==> src/sv/rle_rgb565_frame_rasterizer_unit_macros.svh <==
// ----------------------------------------------------------------------------
// rle rgb565 frame rasterizer assertion macros
// Shared concurrent assertion forms for the rasterizer checks.
// ----------------------------------------------------------------------------
`ifndef RLE_RGB565_FRAME_RASTERIZER_UNIT_MACROS_SVH
`define RLE_RGB565_FRAME_RASTERIZER_UNIT_MACROS_SVH

// same-cycle implication, off during reset
`define RRFR_ASSERT_IMPLY(name, clock, reset, cond, expr) \
  name: assert property (@(posedge clock) disable iff (reset) (cond) |-> (expr)) \
    else $error("rrfr same-cycle check failed");

// next-cycle implication, off during reset
`define RRFR_ASSERT_NEXT(name, clock, reset, cond, expr) \
  name: assert property (@(posedge clock) disable iff (reset) (cond) |=> (expr)) \
    else $error("rrfr next-cycle check failed");

`endif

==> src/sv/rrfr_pkg.sv <==
// ----------------------------------------------------------------------------
// rrfr_pkg
// Types, constants and helpers shared by the run-length frame rasterizer.
// ----------------------------------------------------------------------------
package rrfr_pkg;

  localparam int MAX_DIM    = 2048;
  localparam int CFG_W      = 12;
  localparam int DIM_W      = CFG_W;
  localparam int COUNT_W    = 16;
  localparam int COLOR_IN_W = 16;
  localparam int COLOR_W    = 24;
  localparam int POS_W      = 11;
  localparam int TOTAL_W    = 2 * DIM_W - 1;
  localparam int GEO_W      = COUNT_W + 2;
  localparam int DIV_STEPS  = COUNT_W;
  localparam int FQ_DEPTH   = 2;
  localparam int OQ_DEPTH   = 4;
  localparam int REG_IDX_W  = 3;

  localparam logic [REG_IDX_W-1:0] REG_FRAME_WIDTH   = 3'd0;
  localparam logic [REG_IDX_W-1:0] REG_FRAME_HEIGHT  = 3'd1;
  localparam logic [REG_IDX_W-1:0] REG_ORIGIN_X      = 3'd2;
  localparam logic [REG_IDX_W-1:0] REG_ORIGIN_Y      = 3'd3;
  localparam logic [REG_IDX_W-1:0] REG_SCREEN_WIDTH  = 3'd4;
  localparam logic [REG_IDX_W-1:0] REG_SCREEN_HEIGHT = 3'd5;

  localparam logic [4:0] RB_MASK = 5'h1f;
  localparam logic [5:0] G_MASK  = 6'h3f;

  typedef struct packed {
    logic [CFG_W-1:0]        frame_width;
    logic [CFG_W-1:0]        frame_height;
    logic signed [CFG_W-1:0] origin_x;
    logic signed [CFG_W-1:0] origin_y;
    logic [CFG_W-1:0]        screen_width;
    logic [CFG_W-1:0]        screen_height;
  } cfg_t;

  typedef struct packed {
    logic [COUNT_W-1:0] count;
    logic [COLOR_W-1:0] color;
    logic               zero_run;
    logic               frame_start;
    logic               last_of_frame;
  } run_t;

  typedef struct packed {
    logic [POS_W-1:0]   fill_x;
    logic [POS_W-1:0]   fill_y;
    logic [DIM_W-1:0]   fill_w;
    logic [DIM_W-1:0]   fill_h;
    logic [COLOR_W-1:0] color;
    logic               fill_valid;
    logic               last;
    logic               frame_complete;
  } result_t;

  typedef struct packed {
    logic busy;
    logic done;
  } div_status_t;

  typedef enum logic [3:0] {
    ST_IDLE,
    ST_CLASS,
    ST_CLAMP,
    ST_HEAD,
    ST_MID_CHECK,
    ST_DIV_WAIT,
    ST_TAIL,
    ST_GEOM,
    ST_PUSH
  } back_state_t;

  function automatic logic [DIM_W-1:0] clamp_dim(input logic [CFG_W-1:0] v);
    return (v > CFG_W'(MAX_DIM)) ? DIM_W'(MAX_DIM) : v;
  endfunction

  function automatic logic [COLOR_W-1:0] widen_color(input logic [COLOR_IN_W-1:0] c);
    logic [4:0] r;
    logic [5:0] g;
    logic [4:0] b;
    r = c[15:11] & RB_MASK;
    g = c[10:5] & G_MASK;
    b = c[4:0] & RB_MASK;
    return {r, r[4:2], g, g[5:4], b, b[4:2]};
  endfunction

endpackage

==> src/sv/rle_rgb565_frame_rasterizer_unit.sv <==
// ----------------------------------------------------------------------------
// rle_rgb565_frame_rasterizer_unit
// Run-length RGB565 decoder that turns runs into clipped fill rectangles.
// ----------------------------------------------------------------------------
// channel  dir  handshake       word
// run      in   push / full     run_count run_color frame_start last_of_frame
// fill     out  pop / empty     fill_x fill_y fill_w fill_h fill_color
//                               fill_valid last frame_complete
// config   in   wr_en           wr_index wr_data
//
// a skipped run passes the idle, class and push states of the back end; a run
// with a partial first row, whole rows and a partial last row also waits on
// the bit-per-cycle row divider. a two-word input queue and a four-word result
// queue let push and pop stall independently. reset is synchronous and clears
// the position, pixel count, queues and registers to their defaults.
// ----------------------------------------------------------------------------
`include "rle_rgb565_frame_rasterizer_unit_macros.svh"

module rle_rgb565_frame_rasterizer_unit (
  input  logic                              clk,
  input  logic                              rst,
  input  logic                              push,
  output logic                              full,
  input  logic [rrfr_pkg::COUNT_W-1:0]      run_count,
  input  logic [rrfr_pkg::COLOR_IN_W-1:0]   run_color,
  input  logic                              frame_start,
  input  logic                              last_of_frame,
  output logic                              empty,
  input  logic                              pop,
  output logic [rrfr_pkg::POS_W-1:0]        fill_x,
  output logic [rrfr_pkg::POS_W-1:0]        fill_y,
  output logic [rrfr_pkg::DIM_W-1:0]        fill_w,
  output logic [rrfr_pkg::DIM_W-1:0]        fill_h,
  output logic [rrfr_pkg::COLOR_W-1:0]      fill_color,
  output logic                              fill_valid,
  output logic                              last,
  output logic                              frame_complete,
  input  logic                              wr_en,
  input  logic [rrfr_pkg::REG_IDX_W-1:0]    wr_index,
  input  logic [rrfr_pkg::CFG_W-1:0]        wr_data
);
  import rrfr_pkg::*;

  cfg_t               cfg;
  run_t               run_head;
  logic               run_empty;
  logic               run_pop;
  result_t            res;
  logic               res_push;
  logic               res_full;
  result_t            out_head;
  logic               div_start;
  logic [COUNT_W-1:0] dividend;
  logic [DIM_W-1:0]   divisor;
  logic [COUNT_W-1:0] quotient;
  logic [DIM_W-1:0]   remainder;
  div_status_t        div_status;

  always_ff @(posedge clk) begin
    if (rst) begin
      cfg.frame_width   <= CFG_W'(1);
      cfg.frame_height  <= CFG_W'(1);
      cfg.origin_x      <= '0;
      cfg.origin_y      <= '0;
      cfg.screen_width  <= CFG_W'(1);
      cfg.screen_height <= CFG_W'(1);
    end else if (wr_en) begin
      case (wr_index)
        REG_FRAME_WIDTH:   cfg.frame_width   <= wr_data;
        REG_FRAME_HEIGHT:  cfg.frame_height  <= wr_data;
        REG_ORIGIN_X:      cfg.origin_x      <= wr_data;
        REG_ORIGIN_Y:      cfg.origin_y      <= wr_data;
        REG_SCREEN_WIDTH:  cfg.screen_width  <= wr_data;
        REG_SCREEN_HEIGHT: cfg.screen_height <= wr_data;
        default: ;
      endcase
    end
  end

  rrfr_front u_front (
    .clk           (clk),
    .rst           (rst),
    .push          (push),
    .full          (full),
    .run_count     (run_count),
    .run_color     (run_color),
    .frame_start   (frame_start),
    .last_of_frame (last_of_frame),
    .pop           (run_pop),
    .q_empty       (run_empty),
    .head          (run_head)
  );

  rrfr_divider u_divider (
    .clk       (clk),
    .rst       (rst),
    .start     (div_start),
    .dividend  (dividend),
    .divisor   (divisor),
    .quotient  (quotient),
    .remainder (remainder),
    .status    (div_status)
  );

  rrfr_back u_back (
    .clk        (clk),
    .rst        (rst),
    .cfg        (cfg),
    .run        (run_head),
    .run_empty  (run_empty),
    .run_pop    (run_pop),
    .res        (res),
    .res_push   (res_push),
    .res_full   (res_full),
    .div_start  (div_start),
    .dividend   (dividend),
    .divisor    (divisor),
    .quotient   (quotient),
    .remainder  (remainder),
    .div_status (div_status)
  );

  rrfr_out_queue u_out_queue (
    .clk   (clk),
    .rst   (rst),
    .push  (res_push),
    .data  (res),
    .full  (res_full),
    .pop   (pop),
    .empty (empty),
    .head  (out_head)
  );

  assign fill_x         = out_head.fill_x;
  assign fill_y         = out_head.fill_y;
  assign fill_w         = out_head.fill_w;
  assign fill_h         = out_head.fill_h;
  assign fill_color     = out_head.color;
  assign fill_valid     = out_head.fill_valid;
  assign last           = out_head.last;
  assign frame_complete = out_head.frame_complete;

  `RRFR_ASSERT_IMPLY(a_no_res_overflow, clk, rst, res_push, !res_full)
  `RRFR_ASSERT_IMPLY(a_complete_on_last, clk, rst, (!empty && frame_complete), last)
  `RRFR_ASSERT_IMPLY(a_hidden_is_zero, clk, rst, (!empty && !fill_valid),
                     (fill_w == '0 && fill_h == '0 && fill_color == '0))
  `RRFR_ASSERT_NEXT(a_div_runs, clk, rst, div_start, div_status.busy)

endmodule

==> src/sv/rrfr_front.sv <==
// ----------------------------------------------------------------------------
// rrfr_front
// Accepts run words, widens the colour, flags zero runs and queues them.
// ----------------------------------------------------------------------------
module rrfr_front (
  input  logic                          clk,
  input  logic                          rst,
  input  logic                          push,
  output logic                          full,
  input  logic [rrfr_pkg::COUNT_W-1:0]  run_count,
  input  logic [rrfr_pkg::COLOR_IN_W-1:0] run_color,
  input  logic                          frame_start,
  input  logic                          last_of_frame,
  input  logic                          pop,
  output logic                          q_empty,
  output rrfr_pkg::run_t                head
);
  import rrfr_pkg::*;

  localparam int PTR_W = (FQ_DEPTH > 1) ? $clog2(FQ_DEPTH) : 1;
  localparam int CNT_W = $clog2(FQ_DEPTH + 1);

  run_t             slots [FQ_DEPTH];
  logic [PTR_W-1:0] wr_ptr;
  logic [PTR_W-1:0] rd_ptr;
  logic [CNT_W-1:0] fill;
  logic             do_push;
  logic             do_pop;
  run_t             item;

  assign full    = (fill == CNT_W'(FQ_DEPTH));
  assign q_empty = (fill == '0);
  assign do_push = push && !full;
  assign do_pop  = pop && !q_empty;
  assign head    = slots[rd_ptr];

  always_comb begin
    item.count         = run_count;
    item.color         = widen_color(run_color);
    item.zero_run      = (run_count == '0);
    item.frame_start   = frame_start;
    item.last_of_frame = last_of_frame;
  end

  always_ff @(posedge clk) begin
    if (rst) begin
      wr_ptr <= '0;
      rd_ptr <= '0;
      fill   <= '0;
    end else begin
      if (do_push) begin
        wr_ptr <= (wr_ptr == PTR_W'(FQ_DEPTH - 1)) ? '0 : wr_ptr + 1'b1;
      end
      if (do_pop) begin
        rd_ptr <= (rd_ptr == PTR_W'(FQ_DEPTH - 1)) ? '0 : rd_ptr + 1'b1;
      end
      if (do_push && !do_pop) begin
        fill <= fill + 1'b1;
      end else if (do_pop && !do_push) begin
        fill <= fill - 1'b1;
      end
    end
  end

  always_ff @(posedge clk) begin
    if (do_push) begin
      slots[wr_ptr] <= item;
    end
  end

endmodule

==> src/sv/rrfr_divider.sv <==
// ----------------------------------------------------------------------------
// rrfr_divider
// Restoring divider, one quotient bit per cycle, for the whole-row split.
// ----------------------------------------------------------------------------
module rrfr_divider (
  input  logic                         clk,
  input  logic                         rst,
  input  logic                         start,
  input  logic [rrfr_pkg::COUNT_W-1:0] dividend,
  input  logic [rrfr_pkg::DIM_W-1:0]   divisor,
  output logic [rrfr_pkg::COUNT_W-1:0] quotient,
  output logic [rrfr_pkg::DIM_W-1:0]   remainder,
  output rrfr_pkg::div_status_t        status
);
  import rrfr_pkg::*;

  localparam int STEP_W = $clog2(DIV_STEPS + 1);

  logic              busy;
  logic              done;
  logic [STEP_W-1:0] steps;
  logic [COUNT_W-1:0] quo;
  logic [DIM_W-1:0]   rem;
  logic [DIM_W:0]     trial;
  logic [DIM_W:0]     diff;
  logic               ge;

  // remainder stays below the divisor, so the shifted trial fits one extra bit
  assign trial = {rem, quo[COUNT_W-1]};
  assign ge    = (trial >= {1'b0, divisor});
  assign diff  = trial - {1'b0, divisor};

  assign quotient    = quo;
  assign remainder   = rem;
  assign status.busy = busy;
  assign status.done = done;

  always_ff @(posedge clk) begin
    if (rst) begin
      busy  <= 1'b0;
      done  <= 1'b0;
      steps <= '0;
    end else begin
      done <= 1'b0;
      if (start && !busy) begin
        busy  <= 1'b1;
        steps <= STEP_W'(DIV_STEPS);
      end else if (busy) begin
        steps <= steps - 1'b1;
        if (steps == STEP_W'(1)) begin
          busy <= 1'b0;
          done <= 1'b1;
        end
      end
    end
  end

  always_ff @(posedge clk) begin
    if (start && !busy) begin
      rem <= '0;
      quo <= dividend;
    end else if (busy) begin
      rem <= ge ? diff[DIM_W-1:0] : trial[DIM_W-1:0];
      quo <= {quo[COUNT_W-2:0], ge};
    end
  end

endmodule

==> src/sv/rrfr_back.sv <==
// ----------------------------------------------------------------------------
// rrfr_back
// Lays each queued run on the raster and emits up to three clipped rectangles.
// ----------------------------------------------------------------------------
module rrfr_back (
  input  logic                         clk,
  input  logic                         rst,
  input  rrfr_pkg::cfg_t               cfg,
  input  rrfr_pkg::run_t               run,
  input  logic                         run_empty,
  output logic                         run_pop,
  output rrfr_pkg::result_t            res,
  output logic                         res_push,
  input  logic                         res_full,
  output logic                         div_start,
  output logic [rrfr_pkg::COUNT_W-1:0] dividend,
  output logic [rrfr_pkg::DIM_W-1:0]   divisor,
  input  logic [rrfr_pkg::COUNT_W-1:0] quotient,
  input  logic [rrfr_pkg::DIM_W-1:0]   remainder,
  input  rrfr_pkg::div_status_t        div_status
);
  import rrfr_pkg::*;

  back_state_t state;
  back_state_t state_next;
  back_state_t ret_state;

  // raster state
  logic [TOTAL_W-1:0] pd;
  logic [DIM_W-1:0]   col;
  logic [DIM_W-1:0]   row;

  // current run
  logic [COUNT_W-1:0] count_r;
  logic [COLOR_W-1:0] color_r;
  logic               zero_r;
  logic               lof_r;
  logic [TOTAL_W-1:0] total;
  logic [TOTAL_W-1:0] rem_px;
  logic [COUNT_W-1:0] left;
  logic               comp;
  logic               null_res;

  // current rectangle
  logic [DIM_W-1:0]   rect_col;
  logic [DIM_W-1:0]   rect_row;
  logic [COUNT_W-1:0] rect_w;
  logic [DIM_W-1:0]   rect_h;
  logic               rect_last;
  logic signed [GEO_W-1:0] gx0, gx1, gy0, gy1;

  logic [DIM_W-1:0]   fw, fh, sw, sh;
  logic [2*DIM_W-1:0] prod;
  logic [DIM_W-1:0]   head_room;
  logic               head_over;
  logic               head_fit;
  logic               head_wrap;
  logic [COUNT_W-1:0] head_a;
  logic [DIM_W-1:0]   head_col_sum;
  logic [COUNT_W-1:0] cnt_clamp;
  logic signed [GEO_W-1:0] ox, oy, sw_g, sh_g;
  logic signed [GEO_W-1:0] cx0, cx1, cy0, cy1;
  logic [GEO_W-1:0]   w_clip, h_clip;
  logic               vis;

  assign fw   = clamp_dim(cfg.frame_width);
  assign fh   = clamp_dim(cfg.frame_height);
  assign sw   = clamp_dim(cfg.screen_width);
  assign sh   = clamp_dim(cfg.screen_height);
  assign prod = (2 * DIM_W)'(fw) * (2 * DIM_W)'(fh);

  // a column past a narrowed frame takes the whole run and then wraps
  assign head_room    = fw - col;
  assign head_over    = (col >= fw);
  assign head_fit     = (COUNT_W'(head_room) > left);
  assign head_wrap    = head_over || !head_fit;
  assign head_a       = (head_over || head_fit) ? left : COUNT_W'(head_room);
  assign head_col_sum = col + head_a[DIM_W-1:0];
  assign cnt_clamp    = (TOTAL_W'(count_r) > rem_px) ? rem_px[COUNT_W-1:0] : count_r;

  assign dividend = left;
  assign divisor  = fw;

  assign ox   = {{(GEO_W-CFG_W){cfg.origin_x[CFG_W-1]}}, cfg.origin_x};
  assign oy   = {{(GEO_W-CFG_W){cfg.origin_y[CFG_W-1]}}, cfg.origin_y};
  assign sw_g = {{(GEO_W-DIM_W){1'b0}}, sw};
  assign sh_g = {{(GEO_W-DIM_W){1'b0}}, sh};

  // clip to the screen
  assign cx0    = gx0[GEO_W-1] ? '0 : gx0;
  assign cy0    = gy0[GEO_W-1] ? '0 : gy0;
  assign cx1    = (gx1 > sw_g) ? sw_g : gx1;
  assign cy1    = (gy1 > sh_g) ? sh_g : gy1;
  assign vis    = (cx1 > cx0) && (cy1 > cy0);
  assign w_clip = cx1 - cx0;
  assign h_clip = cy1 - cy0;

  always_comb begin
    res                = '0;
    res.last           = rect_last;
    res.frame_complete = rect_last && comp;
    if (!null_res && vis) begin
      res.fill_x     = cx0[POS_W-1:0];
      res.fill_y     = cy0[POS_W-1:0];
      res.fill_w     = w_clip[DIM_W-1:0];
      res.fill_h     = h_clip[DIM_W-1:0];
      res.color      = color_r;
      res.fill_valid = 1'b1;
    end
  end

  always_ff @(posedge clk) begin
    if (rst) begin
      state <= ST_IDLE;
    end else begin
      state <= state_next;
    end
  end

  always_comb begin
    state_next = state;
    run_pop    = 1'b0;
    res_push   = 1'b0;
    div_start  = 1'b0;
    case (state)
      ST_IDLE: begin
        if (!run_empty) begin
          run_pop    = 1'b1;
          state_next = ST_CLASS;
        end
      end
      ST_CLASS: begin
        state_next = (zero_r || pd >= total) ? ST_PUSH : ST_CLAMP;
      end
      ST_CLAMP: begin
        state_next = ST_HEAD;
      end
      ST_HEAD: begin
        state_next = (col != '0) ? ST_GEOM : ST_MID_CHECK;
      end
      ST_MID_CHECK: begin
        if (COUNT_W'(fw) <= left) begin
          div_start  = 1'b1;
          state_next = ST_DIV_WAIT;
        end else begin
          state_next = ST_TAIL;
        end
      end
      ST_DIV_WAIT: begin
        if (div_status.done) begin
          state_next = ST_GEOM;
        end
      end
      ST_TAIL: begin
        state_next = (left != '0) ? ST_GEOM : ST_IDLE;
      end
      ST_GEOM: begin
        state_next = ST_PUSH;
      end
      ST_PUSH: begin
        if (!res_full) begin
          res_push   = 1'b1;
          state_next = ret_state;
        end
      end
      default: begin
        state_next = ST_IDLE;
      end
    endcase
  end

  always_ff @(posedge clk) begin
    if (rst) begin
      pd  <= '0;
      col <= '0;
      row <= '0;
    end else begin
      case (state)
        ST_IDLE: begin
          if (!run_empty && run.frame_start) begin
            pd  <= '0;
            col <= '0;
            row <= '0;
          end
        end
        ST_CLAMP: begin
          pd <= pd + TOTAL_W'(cnt_clamp);
        end
        ST_HEAD: begin
          if (col != '0) begin
            if (head_wrap) begin
              col <= '0;
              row <= row + 1'b1;
            end else begin
              col <= head_col_sum;
            end
          end
        end
        ST_DIV_WAIT: begin
          if (div_status.done) begin
            row <= row + quotient[DIM_W-1:0];
          end
        end
        ST_TAIL: begin
          if (left != '0) begin
            col <= left[DIM_W-1:0];
          end
        end
        default: ;
      endcase
    end
  end

  always_ff @(posedge clk) begin
    case (state)
      ST_IDLE: begin
        if (!run_empty) begin
          count_r <= run.count;
          color_r <= run.color;
          zero_r  <= run.zero_run;
          lof_r   <= run.last_of_frame;
          total   <= prod[TOTAL_W-1:0];
        end
      end
      ST_CLASS: begin
        rem_px    <= total - pd;
        null_res  <= zero_r || (pd >= total);
        comp      <= lof_r && (pd == total);
        rect_last <= 1'b1;
        ret_state <= ST_IDLE;
      end
      ST_CLAMP: begin
        left <= cnt_clamp;
        comp <= lof_r && (TOTAL_W'(cnt_clamp) == rem_px);
      end
      ST_HEAD: begin
        if (col != '0) begin
          rect_col  <= col;
          rect_row  <= row;
          rect_w    <= head_a;
          rect_h    <= DIM_W'(1);
          rect_last <= (left == head_a);
          left      <= left - head_a;
          ret_state <= ST_MID_CHECK;
        end
      end
      ST_DIV_WAIT: begin
        if (div_status.done) begin
          rect_col  <= '0;
          rect_row  <= row;
          rect_w    <= COUNT_W'(fw);
          rect_h    <= quotient[DIM_W-1:0];
          rect_last <= (remainder == '0);
          left      <= COUNT_W'(remainder);
          ret_state <= ST_TAIL;
        end
      end
      ST_TAIL: begin
        if (left != '0) begin
          rect_col  <= '0;
          rect_row  <= row;
          rect_w    <= left;
          rect_h    <= DIM_W'(1);
          rect_last <= 1'b1;
          ret_state <= ST_IDLE;
        end
      end
      ST_GEOM: begin
        gx0 <= ox + $signed({{(GEO_W-DIM_W){1'b0}}, rect_col});
        gy0 <= oy + $signed({{(GEO_W-DIM_W){1'b0}}, rect_row});
        gx1 <= ox + $signed({{(GEO_W-DIM_W){1'b0}}, rect_col})
                  + $signed({{(GEO_W-COUNT_W){1'b0}}, rect_w});
        gy1 <= oy + $signed({{(GEO_W-DIM_W){1'b0}}, rect_row})
                  + $signed({{(GEO_W-DIM_W){1'b0}}, rect_h});
      end
      default: ;
    endcase
  end

endmodule

==> src/sv/rrfr_out_queue.sv <==
// ----------------------------------------------------------------------------
// rrfr_out_queue
// Small result queue between the rasterizer back end and the fill consumer.
// ----------------------------------------------------------------------------
module rrfr_out_queue (
  input  logic              clk,
  input  logic              rst,
  input  logic              push,
  input  rrfr_pkg::result_t data,
  output logic              full,
  input  logic              pop,
  output logic              empty,
  output rrfr_pkg::result_t head
);
  import rrfr_pkg::*;

  localparam int PTR_W = (OQ_DEPTH > 1) ? $clog2(OQ_DEPTH) : 1;
  localparam int CNT_W = $clog2(OQ_DEPTH + 1);

  result_t          slots [OQ_DEPTH];
  logic [PTR_W-1:0] wr_ptr;
  logic [PTR_W-1:0] rd_ptr;
  logic [CNT_W-1:0] fill;
  logic             do_push;
  logic             do_pop;

  assign full    = (fill == CNT_W'(OQ_DEPTH));
  assign empty   = (fill == '0);
  assign do_push = push && !full;
  assign do_pop  = pop && !empty;
  assign head    = slots[rd_ptr];

  always_ff @(posedge clk) begin
    if (rst) begin
      wr_ptr <= '0;
      rd_ptr <= '0;
      fill   <= '0;
    end else begin
      if (do_push) begin
        wr_ptr <= (wr_ptr == PTR_W'(OQ_DEPTH - 1)) ? '0 : wr_ptr + 1'b1;
      end
      if (do_pop) begin
        rd_ptr <= (rd_ptr == PTR_W'(OQ_DEPTH - 1)) ? '0 : rd_ptr + 1'b1;
      end
      if (do_push && !do_pop) begin
        fill <= fill + 1'b1;
      end else if (do_pop && !do_push) begin
        fill <= fill - 1'b1;
      end
    end
  end

  always_ff @(posedge clk) begin
    if (do_push) begin
      slots[wr_ptr] <= data;
    end
  end

endmodule
==> config.mk <==
export PLATFORM = sky130hd
export DESIGN_NAME = rle_rgb565_frame_rasterizer_unit
export DESIGN_NICKNAME = d
export VERILOG_FILES = /design/src/sv/rrfr_pkg.sv /design/src/sv/rle_rgb565_frame_rasterizer_unit.sv /design/src/sv/rrfr_front.sv /design/src/sv/rrfr_divider.sv /design/src/sv/rrfr_back.sv /design/src/sv/rrfr_out_queue.sv
export VERILOG_INCLUDE_DIRS = /design/src /design/src/sv
export SDC_FILE = /design/constraint.sdc
export NUM_CORES = 2
export LEC_CHECK = 0
export BUFFER_PORTS_ARGS = -buffer_cell sky130_fd_sc_hd__buf_2
export CAP_MARGIN = 0
export CORE_MARGIN = 5
export CORE_UTILIZATION = 55
export DETAILED_ROUTE_END_ITERATION = 8
export HOLD_SLACK_MARGIN = 0.02
export PLACE_DENSITY = 0.72
export SYNTH_ARGS = -nofsm -noshare
export SYNTH_HDL_FRONTEND = slang
export SYNTH_SLANG_ARGS = --single-unit
==> constraint.sdc <==
create_clock -name clk -period 9 [get_ports clk]
set_input_delay 0.9 -clock clk [delete_from_list [all_inputs] [get_ports clk]]
set_output_delay 0.9 -clock clk [all_outputs]
set_load 0.01 [all_outputs]
== Yosys cells after proc, flatten, opt, wreduce, memory -nomap -nowiden ==
Memory sizes are Yosys's and may differ from the RTL's. A register that Yosys moved wholly into a read port is not among the register bits.
Cells that the tools add are included.

* Add/subtract/negate cells: 23
* Multipliers: 1
* Divide/modulo/power cells: 0
* Magnitude comparators: 14
* Equality and inequality tests: 28
* Shift operators: 0
* Multiplexer cells: 89
* Bitwise gates (word level): 2
* Reductions and logical operators: 63

{| class="wikitable"
|+ Operators by type and width
! kind !! count
|-
| 2-to-1 mux 12 bit || 21
|-
| one-hot mux 12 bit (3 select lines) || 5
|-
| 2-to-1 mux 16 bit || 9
|-
| one-hot mux 16 bit (3 select lines) || 2
|-
| 2-to-1 mux 71 bit || 1
|-
| > comparator 12 bit, second input constant || 4
|-
| subtractor 12 bit || 4
|-
| one-hot mux 23 bit (2 select lines) || 1
|-
| > comparator 18 x 13 -> 1 bit || 2
|-
| > comparator 18 bit || 2
|-
| 2-to-1 mux 18 bit || 2
|-
| one-hot mux 4 bit (9 select lines) || 1
|-
| 2-to-1 mux 17 bit || 2
|-
| adder 12 x 13 -> 14 bit || 2
|-
| 2-to-1 mux 4 bit || 7
|-
| adder 12 bit || 2
|-
| adder 23 x 16 -> 23 bit || 1
|-
| equality test 16 x 23 -> 1 bit || 1
|-
| equality test 23 bit || 1
|-
| greater-or-equal comparator 23 bit || 1
|-
| > comparator 16 x 23 -> 1 bit || 1
|-
| multiplier 12 x 12 -> 23 bit || 1
|-
| 2-to-1 mux 23 bit || 1
|-
| subtractor 23 bit || 1
|-
| other kinds (53) || 145
|}

* Register bits: 404
* Latch bits: 0
* Memory bits (writable): 378
* Memory bits (read-only): 0
* Output and inout bits: 75
* Word-level logic and storage cells: 263
* Memories: 2

{| class="wikitable"
|+ Memory list
! name !! words !! bits a word !! read ports !! clocked after memory_dff !! wr ports !! line !! source
|-
| u_out_queue.slots || 4 || 73 || 1 || 1 || 1 || rrfr_out_queue.sv:20 || <nowiki>result_t slots [OQ_DEPTH];</nowiki>
|-
| u_front.slots || 2 || 43 || 1 || 1 || 1 || rrfr_front.sv:23 || <nowiki>run_t slots [FQ_DEPTH];</nowiki>
|}

== Depth between registers and ports, before layout ==
* Word-level depth: 10
* Mapped depth: 31
* Mapped depth without buffers: 30

== By module ==
From an unflattened synthesis, not the netlist that was laid out.

* Cell total of the unflattened synthesis: 3700
* Area, all modules: 43489.2 sq um

{| class="wikitable"
|+ By module, submodules not included
! module !! times used !! cells each !! area each (sq um) !! seq. area each (sq um)
|-
| rrfr_back || 1 || 2652 || 24636.1 || 7687.4
|-
| rrfr_out_queue || 1 || 431 || 11033.1 || 8948.6
|-
| rle_rgb565_frame_rasterizer_unit || 1 || 252 || 2835.2 || 1441.4
|-
| rrfr_front || 1 || 147 || 2832.7 || 2202.1
|-
| rrfr_divider || 1 || 218 || 2152.1 || 860.8
|}

== Worst setup path before layout ==
Ideal clock, no wire load.

* Path kind: register to register
* Start point: reg cfg[71] (netlist name)
* End point: reg u_back.left[14] (netlist: u_back.dividend[14]) (data pin)
* Setup time: 0.257 ns
* Arrival time: 6.486 ns
* Required time: 8.743 ns
* Slack: 2.258 ns
* Stages on the path, launching flop included: 27
* Buffers on the path: 4
* Period minus slack after synthesis: 6.742 ns
* Path through: dfxtp_1 clkbuf_1 nor2b_1 clkbuf_1 ha_1 o21a_1 nor2_1 a2111oi_1 nor3_1 a2111o_1 ha_1 a211o_1 o41ai_1 and3_1 clkbuf_1 buf_2 mux2i_1 inv_1 fa_1 nor2b_1 o21ai_0 a21o_1 a31oi_1 o21ai_0 a21o_1 o21a_1 a32o_1

* Cells in the longest elaborated chain, start to end: 9
* Elaborated cells between the ends (all ways): 10
* Classes of those cells: add/sub (2); order compare (3); mux (4); reduce/logical (1)

{| class="wikitable"
|+ Ends and longest elaborated chain
! item !! line !! source
|-
| > comparator 12 bit || rrfr_pkg.sv:77 || <nowiki>return (v > CFG_W'(MAX_DIM)) ? DIM_W'(MAX_DIM) : v;</nowiki>
|-
| 2-to-1 mux 12 bit * || rrfr_pkg.sv:77 ||
|-
| subtractor 12 bit || rrfr_back.sv:73 || <nowiki>assign head_room = fw - col;</nowiki>
|-
| > comparator 12 x 16 -> 1 bit || rrfr_back.sv:75 || <nowiki>assign head_fit = (COUNT_W'(head_room) > left);</nowiki>
|-
| logical OR 1 bit || rrfr_back.sv:77 || <nowiki>assign head_a = (head_over || head_fit) ? left : COUNT_W'(head_room);</nowiki>
|-
| 2-to-1 mux 16 bit * || rrfr_back.sv:77 ||
|-
| subtractor 16 bit * || rrfr_back.sv:243 || <nowiki>left <= left - head_a;</nowiki>
|-
| 2-to-1 mux 16 bit * || rrfr_back.sv:237 || <nowiki>if (col != '0) begin</nowiki>
|-
| one-hot mux 16 bit (3 select lines) * || rrfr_back.sv:215 || <nowiki>case (state)</nowiki>
|-
| end signal, assigned || rrfr_back.sv:233 || <nowiki>left <= cnt_clamp;</nowiki>
|-
| end signal, assigned || rrfr_back.sv:243 ||
|-
| end signal, assigned || rrfr_back.sv:254 || <nowiki>left <= COUNT_W'(remainder);</nowiki>
|-
| end, declared || rrfr_back.sv:40 || <nowiki>logic [COUNT_W-1:0] left;</nowiki>
|}

Mark *: on every way between the ends. The rest lies on a longest branch, timed or not. The select of a mux whose other input is x is not followed.
A chain may end at the register's enable or synchronous reset.

== Final worst setup path ==
* Start point: reg cfg[71] (netlist name)
* End point: reg u_back.left[13] (netlist: u_back.dividend[13]) (data pin)

* Cells in the longest elaborated chain, start to end: 9
* Elaborated cells between the ends (all ways): 10
* Classes of those cells: add/sub (2); order compare (3); mux (4); reduce/logical (1)

{| class="wikitable"
|+ Ends and longest elaborated chain
! item !! line
|-
| > comparator 12 bit || rrfr_pkg.sv:77
|-
| 2-to-1 mux 12 bit * || rrfr_pkg.sv:77
|-
| subtractor 12 bit || rrfr_back.sv:73
|-
| > comparator 12 x 16 -> 1 bit || rrfr_back.sv:75
|-
| logical OR 1 bit || rrfr_back.sv:77
|-
| 2-to-1 mux 16 bit * || rrfr_back.sv:77
|-
| subtractor 16 bit * || rrfr_back.sv:243
|-
| 2-to-1 mux 16 bit * || rrfr_back.sv:237
|-
| one-hot mux 16 bit (3 select lines) * || rrfr_back.sv:215
|}

Marks and branches as above.

==> summary.txt <==
STA
  – Setup TNS: 0 ns
  – Final hold vios: 0
  – Final setup viols: 0
  – Final min period: 7.48 ns
  – Max Fclk: 134 MHz
  – Period utilization: 0.831
  – Slew headroom: 0.233
  – Final Max Tran Viols: 0
  – RSZ-0062 raised after global routing: no
  – Final Skew: 0.0462 ns
  – Worst-Margin Slew: 1.15 ns
  – Fin Hold WS: 0.448 ns

Yosys
  – Synthesized area per cell: 11.2 um2
  – Post-synthesis sequential area ratio: 0.482
  – Yosys warning total: 0
  – Main synth FF type: edfxtp_1
  – Synth Area in Compound Gates: 0.102
  – Syn_nets: 4,173
  – Synth Instances: 3,697
  – Async S/R FF share, synth: 0
  – Distinct cell type count after synthesis: 81
  – Top-area cell type share of the netlist area: 0.407
  – Top post-synthesis cells by area: edfxtp_1 (41%), ha_1 (9.3%), dfxtp_1 (7.5%)
  – Mux contribution to synthesized area: 0.0625
  – Synth Area in Adders: 0.148
  – Synth Register Bits: 719
  – Most common cell in the netlist: edfxtp_1
  – Yosys top cell by area: edfxtp_1
  – Simple-Gate Fraction of Synth Area: 0.129
  – Post-synth top cells: edfxtp_1 (563), nand2_1 (380), ha_1 (310)
  – Cell Area, Synth: 0.0415 mm2
  – Main combinational cell family by area after synthesis: adder cells
  – XOR/XNOR share of the synthesized area: 0.0354
  – Number of synthesized flops with an enable pin: 563

Setup path
  – Kind of critical path: reg2reg
  – Top cell family by delay on the critical path: compound AO/OA/AOI/OAI gates
  – R2R cell count: 24
  – Crit-path max FO: 12
  – Crit path depth: 24
  – Number of buffers and inverters on the critical path: 1
  – Setup crit end: u_back.dividend[13]$_DFFE_PP_
  – Crit Reg-Reg Startpoint: cfg[71]$_SDFFE_PP0P_
  – Reg-to-reg critical path endpoint: u_back.dividend[13]$_DFFE_PP_
  – Crit end category: flop
  – WP data arrival: 7.84 ns
  – CP max-delay cell: o21ai_0
  – Worst Setup SP: cfg[71]$_SDFFE_PP0P_
  – CP most frequent cell: ha_1
  – Critical path launch point type: flop
  – Slack of the worst reg-to-reg path: 1.52 ns
  – Slowest cell delay on critical path: 0.64 ns
  – Cell breakdown of the critical path: nand2b_1 > clkinv_1 > nor2_1 > nor2_1 > ha_1 > or3_1 > o22a_1 > a21oi_1 > o21bai_1 > a21oi_1 > xnor2_1 > ha_1 > a211o_1 > o41ai_1 > nand3_1 > o21ai_0 > ha_1 > or3_1 > o21ai_0 > a2111o_1 > and4_1 > nor3_1 > nand2b_1 > o221ai_1
  – Worst Path Required: 9.36 ns

Clock tree
  – Post-cts resize count: 0
  – Setup repair bufs after CTS: 0
  – Clk_lat worst skew: 0.63 ns
  – CTS buffer count: 77
  – # clock sinks: 719
  – # hold bufs at CTS: 0
  – Clock Pin Slew Worst Setup and Hold Paths: 0.06 ns
  – H-tree levels: 3
  – CTS tree: done
  – Root Driver: clkbuf_16
  – CTS max path bufs: 3

Drt
  – Final wirelength: 103 mm
  – # DRC: 0
  – Vias/cell: 5.93
  – Routed len/inst: 21.3 um
  – Antenna Nets Post-Route: 0
  – 1st-iter DRT viols: 2,508
  – Vias: 28,700
  – Drt pass-1 iters: 8

Layout
  – Final instance area: 0.0459 mm2
  – Ant. Diodes: 0
  – Fin nets: 4,285
  – Area growth syn-to-layout: 10.5%
  – Layout cells sized above 1: 0.119

Global route
  – Gr ovfl total: 0
  – Vias in the first global route: 28,300
  – Largest net degree at the start of global routing: 84
  – All-Layer GR Usage: 0.250
  – Initial antenna violation count: 2
  – Global-route wire length before repair: 161 mm

Pwr
  – Pwr dens: 234 mW/mm2
  – Max IR drop VDD: 0.181 mV
  – Leakage power total: 17.7 nW

Die
  – Die width: 285 um
  – Row cnt: 100
  – Initial Util: 0.556
  – Total die area: 0.0811 mm2
  – Core area: 0.0747 mm2
  – Die Y: 285 um
  – # IOs: 129

Placed design
  – RePlAce Congestion: 0.954
  – Port Buffers: 128
  – Hpwl dp: 75.8 mm
  – Placed cell area: 0.0432 mm2

Outcome
  – Outcome: complete, no violations

Job
  – Max Cap Viol: 0

Worst hold path
  – Hold Path Class: reg2reg
[cell families after synthesis]
logic type                 after synthesis
muxes                                  169
xor gates and xnor gates               168
adders and majority gates              424
AOI/OAI and AO/OA                      654
DFF                                    719
and+or+nand+nor                       1122
buffers and inverters                  441
[worst min path at each step]
stage	startpoint	end	cells past startpoint
detailed placement	u_back.row[11]$_SDFFE_PP0P_	u_back.rect_row[11]$_DFFE_PP_	0
finish	cfg[63]$_SDFFE_PP0P_	cfg[63]$_SDFFE_PP0P_	2
global route	run_color[8]	u_front.slots[1][16]$_DFFE_PP_	1
global placement	u_back.row[11]$_SDFFE_PP0P_	u_back.rect_row[11]$_DFFE_PP_	0
floorplan	u_back.row[11]$_SDFFE_PP0P_	u_back.rect_row[11]$_DFFE_PP_	0
CTS	run_color[8]	u_front.slots[1][16]$_DFFE_PP_	1
[registers in the layout, indices dropped and copies added, names as in the netlist, 18 cells and up, named ones only]
register,cells
cfg,72
u_back.gx1,18
u_back.gy1,18
u_back.pd,23
u_back.rem_px,23
u_back.total,23
u_front.slots,70
u_out_queue.slots,260
[report_power, final]
part           internal (mW)  switching [mW]
clock network           1.95            1.35
logic                   1.27            1.75
registers               4.11           0.302
[per-stage QoR]
step           utilization  total power [mW]  setup slack [ns]  cells
4_1_cts              0.614              10.8              1.55   4842
2_1_floorplan            -              6.55              2.26   3697
6_report             0.614              10.7              1.52   4842
3_5_place_dp         0.578              7.47              1.55   4699
5_1_grt              0.614              11.3             0.883   4842
3_3_place_gp         0.578              7.43              1.76   4699
[worst register-to-register path, stage by stage, from the launching register on]
cell and delay, ns:
dfxtp_1 0.46, nand2b_1 0.45, clkinv_1 0.41, nor2_1 0.18, nor2_1 0.07, ha_1 0.23, or3_1 0.35, o22a_1 0.25
a21oi_1 0.28, o21bai_1 0.09, a21oi_1 0.17, xnor2_1 0.15, ha_1 0.23, a211o_1 0.31, o41ai_1 0.57, nand3_1 0.40
o21ai_0 0.64, ha_1 0.39, or3_1 0.16, o21ai_0 0.13, a2111o_1 0.43, and4_1 0.20, nor3_1 0.40, nand2b_1 0.17
o221ai_1 0.11
[area by class of cell]
cell class              instances  area [um2]
fillers                      5927       28800
inverters                     307        1150
clock inverters                38         542
repair buffers                167         936
flip-flops and latches        719       20000
multi-input cells            2537       19800
clock buffers                 105        2140
well taps                     969        1210
[layout by cell type (no fill, tap or decap), types with 112 or more instances in the layout]
cell type  count
xnor2_1      116
nor3_1       122
o21ai_0      120
buf_2        127
edfxtp_1     563
dfxtp_1      154
ha_1         310
inv_1        302
nand2_1      379
fa_1         112
a21oi_1      211
nor2_1       229
[routing by layer]
| metal | vias up | GRT usage | part of all wire | routed length, um |
|---|---|---|---|---|
| met1 | 13900 | 0.337 | 0.42 | 43700 |
| met2 | 949 | 0.419 | 0.48 | 49600 |
| met3 | 233 | 0.0330 | 0.057 | 5830 |
| li1 | 13600 | - | - | - |
| met4 | 4 | 0.0928 | 0.038 | 3870 |
| met5 | - | 0 | 0.00027 | 28 |
No activity file was read; power rests on OpenSTA's default activity.
